===== src/rtl/soafir_pkg.sv =====
`timescale 1ns / 1ps
`default_nettype none

package soafir_pkg;

	localparam int CHUNK_LEN = 64;
	localparam int TAP_COUNT = 32;
	localparam int TAIL_LEN  = TAP_COUNT - 1;

	localparam int KW      = $clog2(TAP_COUNT);
	localparam int JW      = $clog2(TAP_COUNT);
	localparam int POS_W   = $clog2(CHUNK_LEN);
	localparam int BW      = $clog2(CHUNK_LEN + TAP_COUNT);
	localparam int KADDR_W = $clog2(2 * TAP_COUNT);
	localparam int TADDR_W = $clog2(2 * TAIL_LEN);
	localparam int ACC_W   = 32 + KW;

	localparam logic CMD_TAP    = 1'b0;
	localparam logic CMD_SAMPLE = 1'b1;

	// floor shift by 15, then clamp to 16 bits
	function automatic logic signed [15:0] shift_sat(input logic signed [ACC_W-1:0] a);
		logic [ACC_W-16:0] q;
		q = a[ACC_W-1:15];
		if (!q[ACC_W-16] && (|q[ACC_W-16:15]))
			return 16'sh7FFF;
		if (q[ACC_W-16] && !(&q[ACC_W-16:15]))
			return -16'sh8000;
		return q[15:0];
	endfunction

endpackage

`default_nettype wire


===== src/rtl/stereo_overlap_add_fir_q15.sv =====
`timescale 1ns / 1ps
`default_nettype none

// channel   valid         stall         payload
// item      item_valid    item_stall    cmd, channel, tap_index, value
// result    result_valid  result_stall  left_out, right_out, chunk_end
//
// Each sample is computed by the one shared multiply-accumulate fed from the
// kernel and history memories, one read each per cycle. The last sample of a
// chunk adds a tail pass per channel on the same unit.
// Reset clears kernel valid bits and the tail-valid flag; no clearing pass.
// The output register lets a new word in while a result waits; a stalled result
// holds the block only when the next result is ready to be written.

module stereo_overlap_add_fir_q15 import soafir_pkg::*; (
	input  logic               clk,
	input  logic               arst_n,
	input  logic               item_valid,
	output logic               item_stall,
	input  logic               cmd,
	input  logic               channel,
	input  logic [4:0]         tap_index,
	input  logic signed [15:0] value,
	output logic               result_valid,
	input  logic               result_stall,
	output logic signed [14:0] left_out,
	output logic signed [14:0] right_out,
	output logic               chunk_end
);

	typedef enum logic [1:0] {ST_IDLE, ST_RUN, ST_WAIT, ST_OUT} state_t;
	typedef enum logic {MODE_SAMPLE, MODE_TAIL} mode_t;

	state_t               state_q;
	mode_t                mode_q;
	logic                 ch_q;
	logic [KW-1:0]        k_q;
	logic [KW-1:0]        k_hi_q;
	logic [JW-1:0]        j_q;
	logic [BW-1:0]        base_q;
	logic [POS_W-1:0]     pos_q;
	logic                 tail_ok_q;
	logic signed [15:0]   res_l_q;
	logic signed [15:0]   res_r_q;
	logic signed [ACC_W-1:0] acc_q;
	logic                 done_q;

	logic signed [15:0]   kern_mem [2*TAP_COUNT];
	logic [2*TAP_COUNT-1:0] kval_q;
	logic signed [15:0]   hist_mem [CHUNK_LEN];
	logic signed [15:0]   tail_mem [2*TAIL_LEN];
	logic signed [15:0]   tail_rd_q;

	logic signed [15:0]   kd_s1, hd_s1;
	logic                 kv_s1, v_s1, last_s1;
	logic signed [31:0]   prod_s2;
	logic                 v_s2, last_s2;

	logic                 item_take, issue, out_free, last_pos, pos_in_tail, j_last;
	logic                 tail_rd_en, tail_we, acc_hold;
	logic [KADDR_W-1:0]   kern_raddr, kern_waddr;
	logic [POS_W-1:0]     hist_raddr;
	logic [TADDR_W-1:0]   tail_raddr, tail_waddr;
	logic signed [15:0]   sat, mixed;
	logic [JW-1:0]        j_nxt;
	logic [KW-1:0]        samp_hi;

	function automatic logic [KW-1:0] tail_hi(input logic [JW-1:0] j);
		if (int'(j) + CHUNK_LEN < TAP_COUNT - 1)
			return KW'(int'(j) + CHUNK_LEN);
		return KW'(TAP_COUNT - 1);
	endfunction

	assign item_stall  = (state_q != ST_IDLE);
	assign item_take   = item_valid && !item_stall;
	assign issue       = (state_q == ST_RUN);
	assign out_free    = !result_valid || !result_stall;
	assign last_pos    = (int'(pos_q) == CHUNK_LEN - 1);
	assign pos_in_tail = (int'(pos_q) < TAIL_LEN);
	assign j_last      = (int'(j_q) == TAIL_LEN - 1);
	assign j_nxt       = j_last ? '0 : j_q + JW'(1);
	assign samp_hi     = (int'(pos_q) < TAP_COUNT - 1) ? KW'(pos_q) : KW'(TAP_COUNT - 1);

	assign kern_raddr = KADDR_W'(int'(k_q) + (ch_q ? TAP_COUNT : 0));
	assign kern_waddr = KADDR_W'(int'(tap_index) + (channel ? TAP_COUNT : 0));
	assign hist_raddr = POS_W'(base_q - BW'(k_q));
	assign tail_raddr = TADDR_W'(int'(pos_q) + (ch_q ? TAIL_LEN : 0));
	assign tail_waddr = TADDR_W'(int'(j_q) + (ch_q ? TAIL_LEN : 0));
	assign tail_rd_en = issue && (mode_q == MODE_SAMPLE) && pos_in_tail;
	assign tail_we    = (state_q == ST_WAIT) && done_q && (mode_q == MODE_TAIL);
	assign acc_hold   = issue || ((state_q == ST_WAIT) && !done_q);

	assign sat   = shift_sat(acc_q);
	assign mixed = (pos_in_tail && tail_ok_q) ? sat + tail_rd_q : sat;

	// memories
	always_ff @(posedge clk) begin
		if (item_take && cmd == CMD_TAP && int'(tap_index) < TAP_COUNT)
			kern_mem[kern_waddr] <= value;
		if (item_take && cmd == CMD_SAMPLE)
			hist_mem[pos_q] <= value;
		if (tail_we)
			tail_mem[tail_waddr] <= sat;
		kd_s1   <= kern_mem[kern_raddr];
		hd_s1   <= hist_mem[hist_raddr];
		prod_s2 <= (kv_s1 ? kd_s1 : 16'sd0) * hd_s1;
		if (tail_rd_en)
			tail_rd_q <= tail_mem[tail_raddr];
	end

	always_ff @(posedge clk or negedge arst_n) begin
		if (!arst_n) begin
			kval_q <= '0;
		end else if (item_take && cmd == CMD_TAP && int'(tap_index) < TAP_COUNT) begin
			kval_q[kern_waddr] <= 1'b1;
		end
	end

	// MAC pipeline
	always_ff @(posedge clk or negedge arst_n) begin
		if (!arst_n) begin
			kv_s1   <= 1'b0;
			v_s1    <= 1'b0;
			last_s1 <= 1'b0;
			v_s2    <= 1'b0;
			last_s2 <= 1'b0;
			done_q  <= 1'b0;
			acc_q   <= '0;
		end else begin
			kv_s1   <= kval_q[kern_raddr];
			v_s1    <= issue;
			last_s1 <= issue && (k_q == k_hi_q);
			v_s2    <= v_s1;
			last_s2 <= v_s1 && last_s1;
			done_q  <= v_s2 && last_s2;
			if (!acc_hold)
				acc_q <= '0;
			else if (v_s2)
				acc_q <= acc_q + ACC_W'(prod_s2);
		end
	end

	always_ff @(posedge clk or negedge arst_n) begin
		if (!arst_n) begin
			state_q      <= ST_IDLE;
			mode_q       <= MODE_SAMPLE;
			ch_q         <= 1'b0;
			k_q          <= '0;
			k_hi_q       <= '0;
			j_q          <= '0;
			base_q       <= '0;
			pos_q        <= '0;
			tail_ok_q    <= 1'b0;
			res_l_q      <= '0;
			res_r_q      <= '0;
			result_valid <= 1'b0;
			left_out     <= '0;
			right_out    <= '0;
			chunk_end    <= 1'b0;
		end else begin
			if (result_valid && !result_stall && state_q != ST_OUT)
				result_valid <= 1'b0;
			case (state_q)
				ST_IDLE: begin
					if (item_take && cmd == CMD_SAMPLE) begin
						mode_q  <= MODE_SAMPLE;
						ch_q    <= 1'b0;
						k_q     <= '0;
						k_hi_q  <= samp_hi;
						base_q  <= BW'(pos_q);
						state_q <= ST_RUN;
					end
				end
				ST_RUN: begin
					if (k_q == k_hi_q)
						state_q <= ST_WAIT;
					else
						k_q <= k_q + KW'(1);
				end
				ST_WAIT: begin
					if (done_q) begin
						if (mode_q == MODE_SAMPLE) begin
							if (!ch_q) begin
								res_l_q <= mixed;
								ch_q    <= 1'b1;
								k_q     <= '0;
								state_q <= ST_RUN;
							end else begin
								res_r_q <= mixed;
								state_q <= ST_OUT;
							end
						end else if (j_last && ch_q) begin
							tail_ok_q <= 1'b1;
							pos_q     <= '0;
							mode_q    <= MODE_SAMPLE;
							state_q   <= ST_IDLE;
						end else begin
							if (j_last)
								ch_q <= 1'b1;
							j_q     <= j_nxt;
							k_q     <= KW'(int'(j_nxt) + 1);
							k_hi_q  <= tail_hi(j_nxt);
							base_q  <= BW'(CHUNK_LEN + int'(j_nxt));
							state_q <= ST_RUN;
						end
					end
				end
				ST_OUT: begin
					if (out_free) begin
						result_valid <= 1'b1;
						left_out     <= res_l_q[15:1];
						right_out    <= res_r_q[15:1];
						chunk_end    <= last_pos;
						if (last_pos) begin
							// chunk done: build the tail sums for the next chunk
							mode_q  <= MODE_TAIL;
							ch_q    <= 1'b0;
							j_q     <= '0;
							k_q     <= KW'(1);
							k_hi_q  <= tail_hi('0);
							base_q  <= BW'(CHUNK_LEN);
							state_q <= ST_RUN;
						end else begin
							pos_q   <= pos_q + POS_W'(1);
							state_q <= ST_IDLE;
						end
					end
				end
				default: state_q <= ST_IDLE;
			endcase
		end
	end

	a_done_in_wait: assert property (@(posedge clk) disable iff (!arst_n)
		done_q |-> state_q == ST_WAIT)
		else $error("accumulate done outside wait state");

	a_hist_range: assert property (@(posedge clk) disable iff (!arst_n)
		issue |-> (base_q >= BW'(k_q)) && (int'(base_q - BW'(k_q)) < CHUNK_LEN))
		else $error("history read outside chunk");

	a_k_range: assert property (@(posedge clk) disable iff (!arst_n)
		issue |-> k_q <= k_hi_q)
		else $error("tap counter past its limit");

	a_tail_start: assert property (@(posedge clk) disable iff (!arst_n)
		(state_q == ST_OUT && out_free && last_pos) |=>
			(state_q == ST_RUN && mode_q == MODE_TAIL))
		else $error("chunk end did not start tail pass");

	a_idle_drained: assert property (@(posedge clk) disable iff (!arst_n)
		state_q == ST_IDLE |-> !v_s1 && !v_s2)
		else $error("MAC pipeline busy while idle");

endmodule

`default_nettype wire


===== config.mk =====
export PLATFORM = sky130hd
export DESIGN_NAME = stereo_overlap_add_fir_q15
export DESIGN_NICKNAME = d
export VERILOG_FILES = /design/src/rtl/soafir_pkg.sv /design/src/rtl/stereo_overlap_add_fir_q15.sv
export SDC_FILE = /design/constraint.sdc
export NUM_CORES = 2
export LEC_CHECK = 0
export BUFFER_PORTS_ARGS = -buffer_cell sky130_fd_sc_hd__buf_2
export CORE_ASPECT_RATIO = 0.75
export CORE_MARGIN = 8
export CORE_UTILIZATION = 50
export DETAILED_ROUTE_END_ITERATION = 7
export GPL_TIMING_DRIVEN = 1
export PLACE_DENSITY_LB_ADDON = 0.05
export RECOVER_POWER = 25
export SLEW_MARGIN = 10
export SYNTH_ARGS = -nofsm -noshare
export SYNTH_HDL_FRONTEND = slang
export SYNTH_SLANG_ARGS = --single-unit

===== constraint.sdc =====
create_clock -name clk -period 14.4 [get_ports clk]
set_input_delay 0 -clock clk [delete_from_list [all_inputs] [get_ports clk]]
set_output_delay 0 -clock clk [all_outputs]
set_load 0.005 [all_outputs]

==> out/qor.yml <==
worst_setup_path:
  worst-path-buf-inv: 3
  cp_cell_sequence: "and2_1 > nand2_1 > fa_1 > fa_1 > fa_1 > inv_1 > fa_1 > fa_1 > inv_1 > fa_1 > inv_1 > ha_1 > and3_1 > and3_1 > a211oi_1 > o21ai_1 > a21oi_1 > a31o_2 > o21ai_0 > a31o_2 > a21oi_1 > xnor2_1"
  reg2regPathDepth: 22
  critical_path.top_delay_family: "adder cells"
  timing.rr.start: "kv_s1"
  path_common_cell: "fa_1"
  cp_max_fo: 141
  required_ns: 15.17
  cpPeakStageDelay_ns: 1.09
  critPathSlowestCell: "dfrtp_4"
  rr_endpoint: "prod_s2[29]"
  r2r_setup_slack_ns: 6.93
  crit_arrival_ns: 8.24
  cp-start-kind: "flop"
  cp-end-kind: "flop"
  crit_type: "reg -> reg"
min_path:
  whs_path_depth: 4
  hp-start: "result_stall"
  hold_path_end: "result_valid"
  holdCritPathClass: "in -> reg"
sta:
  setup_viol: 0
  setup_tns_ns: 0
  slew_viol_final: 1921
  timing.fmax_ghz: 0.1339
  hold_violations: 0
  slew_headroom_pct: -290.2
  clock_skew_ns: 0.06638
  worstMarginPinSlew_ns: 5.853
  fin_crit_ns: 7.469
  fin_crit_sh_pct: 51.87
  rsz0062_at_grt: "false"
drt:
  drt_pre_antenna_iters: 6
  viasPerCell: 6.027
  via_count: 67480
  antenna_left: 0
  drc: 0
  wl_microns: 348700
  drt_iter0_markers: 6853
  wire_per_inst_microns: 31.14
cts:
  cts_repair_resize_count: 0
  cts_made_buffers: 329
  cts_tree: "yes"
  cts_sinks: 3321
  insertion_delay_ns: 0.87
  clkTransAtPathRegs_ns: 0.06
  root_buffer: "clkbuf_16"
  htreeDepth: 5
  clockBufferDepth: 4
floorplanning:
  start_util_pct: 50.33
  boundaryPins: 60
  rows: 167
  fp.coreArea_sq_mm: 0.2764
  design.die.area_sq_mm: 0.2956
  die_h_microns: 472.9
  die_w_microns: 625.1
global_route:
  grt_pass1_vias: 69070
  overflow: 0
  grt_usage_pct: 23.46
  grt_pass1_wl_microns: 504700
  grt_max_degree: 142
  grt_antenna_before_repair: 29
yosys:
  synth_edf_count: 3056
  async_flop_share_pct: 6.052
  syn-num-nets: 7280
  synth_warnings: 0
  ys_ff_latch: 3321
  ys.flop_type: "edfxtp_1"
  synth.distinct_cells: 85
  ys_seq_area_share_pct: 70.49
  synth_area_per_cell_sq_um: 20.36
  synth_area_sq_mm: 0.1391
  synth_cells: 6834
placement:
  dp_hpwl_microns: 209500
  gp_congestion: 0.8317
  dp_cells: 10560
  portBuffers: 59
  place_area_sq_mm: 0.1452
final_layout:
  fin_cells: 11200
  design_area_sq_mm: 0.1560
  drive_above_1_share_pct: 27.00
  syn_to_final_growth_pct: 12.10
  nets: 7646
run_status:
  run_status: "finished, violations left"
  failed_checks: "max-capacitance violations, max-slew violations"
pwr:
  p_per_area_mw_per_mm2: 226.9
  vdd_drop_max_mv: 0.4015
  leakagePower_uw: 0.05315
flow_run:
  cap_violations: 29
[power breakdown]
part / internal (uW) / switching (uW)
registers: 11400 / 499
clock network: 4880 / 3590
logic: 6780 / 8220
total: 23100 / 12300
[area by class of cell]
cell class,count,area [sq um]
Timing Repair Buffer,356,2577
Sequential cell,3321,98100
Clock inverter,135,1318
Fill cell,20720,120500
Clock buffer,454,9258
Inverter,334,1259
Tap cell,3718,4652
Antenna cell,19,47.55
Multi-Input combinational cell,2858,38780
[worst max-delay path by stage]
stage | start | endpoint | slack (ns) | cells past startpoint
after CTS | kv_s1 | prod_s2[29] | 6.98 | 22
after floorplan | kv_s1 | prod_s2[29] | 8.15 | 26
after global placement | kv_s1 | prod_s2[29] | 7.05 | 24
after global routing | kv_s1 | prod_s2[29] | 6.45 | 22
after detailed placement | kv_s1 | prod_s2[29] | 6.99 | 22
final | kv_s1 | prod_s2[29] | 6.93 | 22
[cells in the mapped netlist (all sizes together), types with 18 or more instances]
cell       n  area, sq um
nor2     313         1175
dfrtp    201         5030
ha       152         1902
buf      113        576.8
nand3b    18        135.1
or2       67        419.2
clkbuf   207        777.0
a21o      36        271.5
xnor2     70        628.1
edfxtp  3056        91770
o21ai     68        344.1
inv      333         1250
a21oi    111        574.3
nand2    207        777.0
nand3     43        215.2
o21a      21        157.7
fa       267         5345
mux2i     25        250.2
dfxtp     64         1281
xor2      30        262.8
nor2b     19        118.9
and3     135        845.8
and2      27        168.9
mux4    1013        22810
nand2b    21        131.4
mux2      60        675.7
[worst register-to-register path, stage by stage (launching register included)]
cell and delay, ns:
dfrtp_4 1.09, and2_1 0.61, nand2_1 0.14, fa_1 0.54
fa_1 0.54, fa_1 0.52, inv_1 0.06, fa_1 0.49
fa_1 0.49, inv_1 0.05, fa_1 0.48, inv_1 0.04
ha_1 0.35, and3_1 0.25, and3_1 0.18, a211oi_1 0.22
o21ai_1 0.17, a21oi_1 0.25, a31o_2 0.25, o21ai_0 0.12
a31o_2 0.26, a21oi_1 0.17, xnor2_1 0.13
[layout by cell type (no fill, tap or decap), types with 19 or more instances in the layout]
cell type / instances
a21o_1: 34
a21oi_1: 106
and2_1: 27
and3_1: 134
buf_2: 29
buf_4: 250
bufinv_16: 21
clkbuf_1: 126
clkbuf_16: 341
clkbuf_8: 30
clkinv_1: 51
clkinv_2: 38
dfrtp_1: 195
dfxtp_1: 64
diode_2: 19
dlygate4sd3_1: 27
edfxtp_1: 3056
fa_1: 265
ha_1: 150
inv_1: 331
mux2_2: 60
mux2i_1: 25
mux4_2: 1013
nand2_1: 207
nand2b_1: 21
nand3_1: 42
nor2_1: 243
nor2_2: 70
nor2b_1: 19
o21ai_0: 59
or2_2: 66
xnor2_1: 62
xor2_1: 30
[what timing repair did]
item,CTS,global route
hold buffers,28,0
endpoints found under the hold margin,936,0
setup endpoints to repair,0,0
setup buffers,0,0
[flip-flops by register name (all words and copies together) (netlist names), 6 cells and up]
register / count
hd_s1: 16
prod_s2: 32
kval_q: 64
acc_q: 37
tail_mem: 992
res_r_q: 15
tail_rd_q: 16
res_l_q: 15
kern_mem: 1024
hist_mem: 1024
kd_s1: 16
pos_q: 6
left_out: 15
right_out: 15
base_q: 6
[metal layers]
metal	vias up	GRT usage [%]	wire length, microns
li1	28160	-	-
met1	36650	35.90	156100
met2	2265	36.36	162100
met3	398	3.381	22800
met4	2	5.017	7572
met5	-	0	13
[logic make-up (layout without fill, tap and decap cells)]
| family | after synthesis | after routing | synth area share (%) |
|---|---|---|---|
| DFF | 3321 | 3321 | 70.49 |
| muxes | 1098 | 1098 | 17.06 |
| and+or+nand+nor | 906 | 906 | 3.141 |
| buffers and inverters | 655 | 1279 | 1.881 |
| adders and majority gates | 419 | 419 | 5.208 |
| AOI/OAI and AO/OA | 335 | 335 | 1.579 |
| xor gates and xnor gates | 100 | 100 | 0.6402 |
| other | 0 | 19 | 0 |
[stage by stage]
| step | setup WS, ns | utilization, % | total power (uW) | hold slack [ns] |
|---|---|---|---|---|
| 6_report | 6.931 | 56.43 | 35390 | 0.07812 |
| 5_1_grt | 6.454 | 56.42 | 36840 | 0.06443 |
| 4_1_cts | 6.978 | 56.47 | 35850 | 0.03802 |
| 3_5_place_dp | 6.995 | 52.53 | 27370 | 0.1539 |
| 3_3_place_gp | 7.054 | 52.53 | 27300 | 0.1419 |
| 2_1_floorplan | 8.154 | - | 22020 | -0.2956 |
Note: power is estimated with default switching activity, not from simulation.
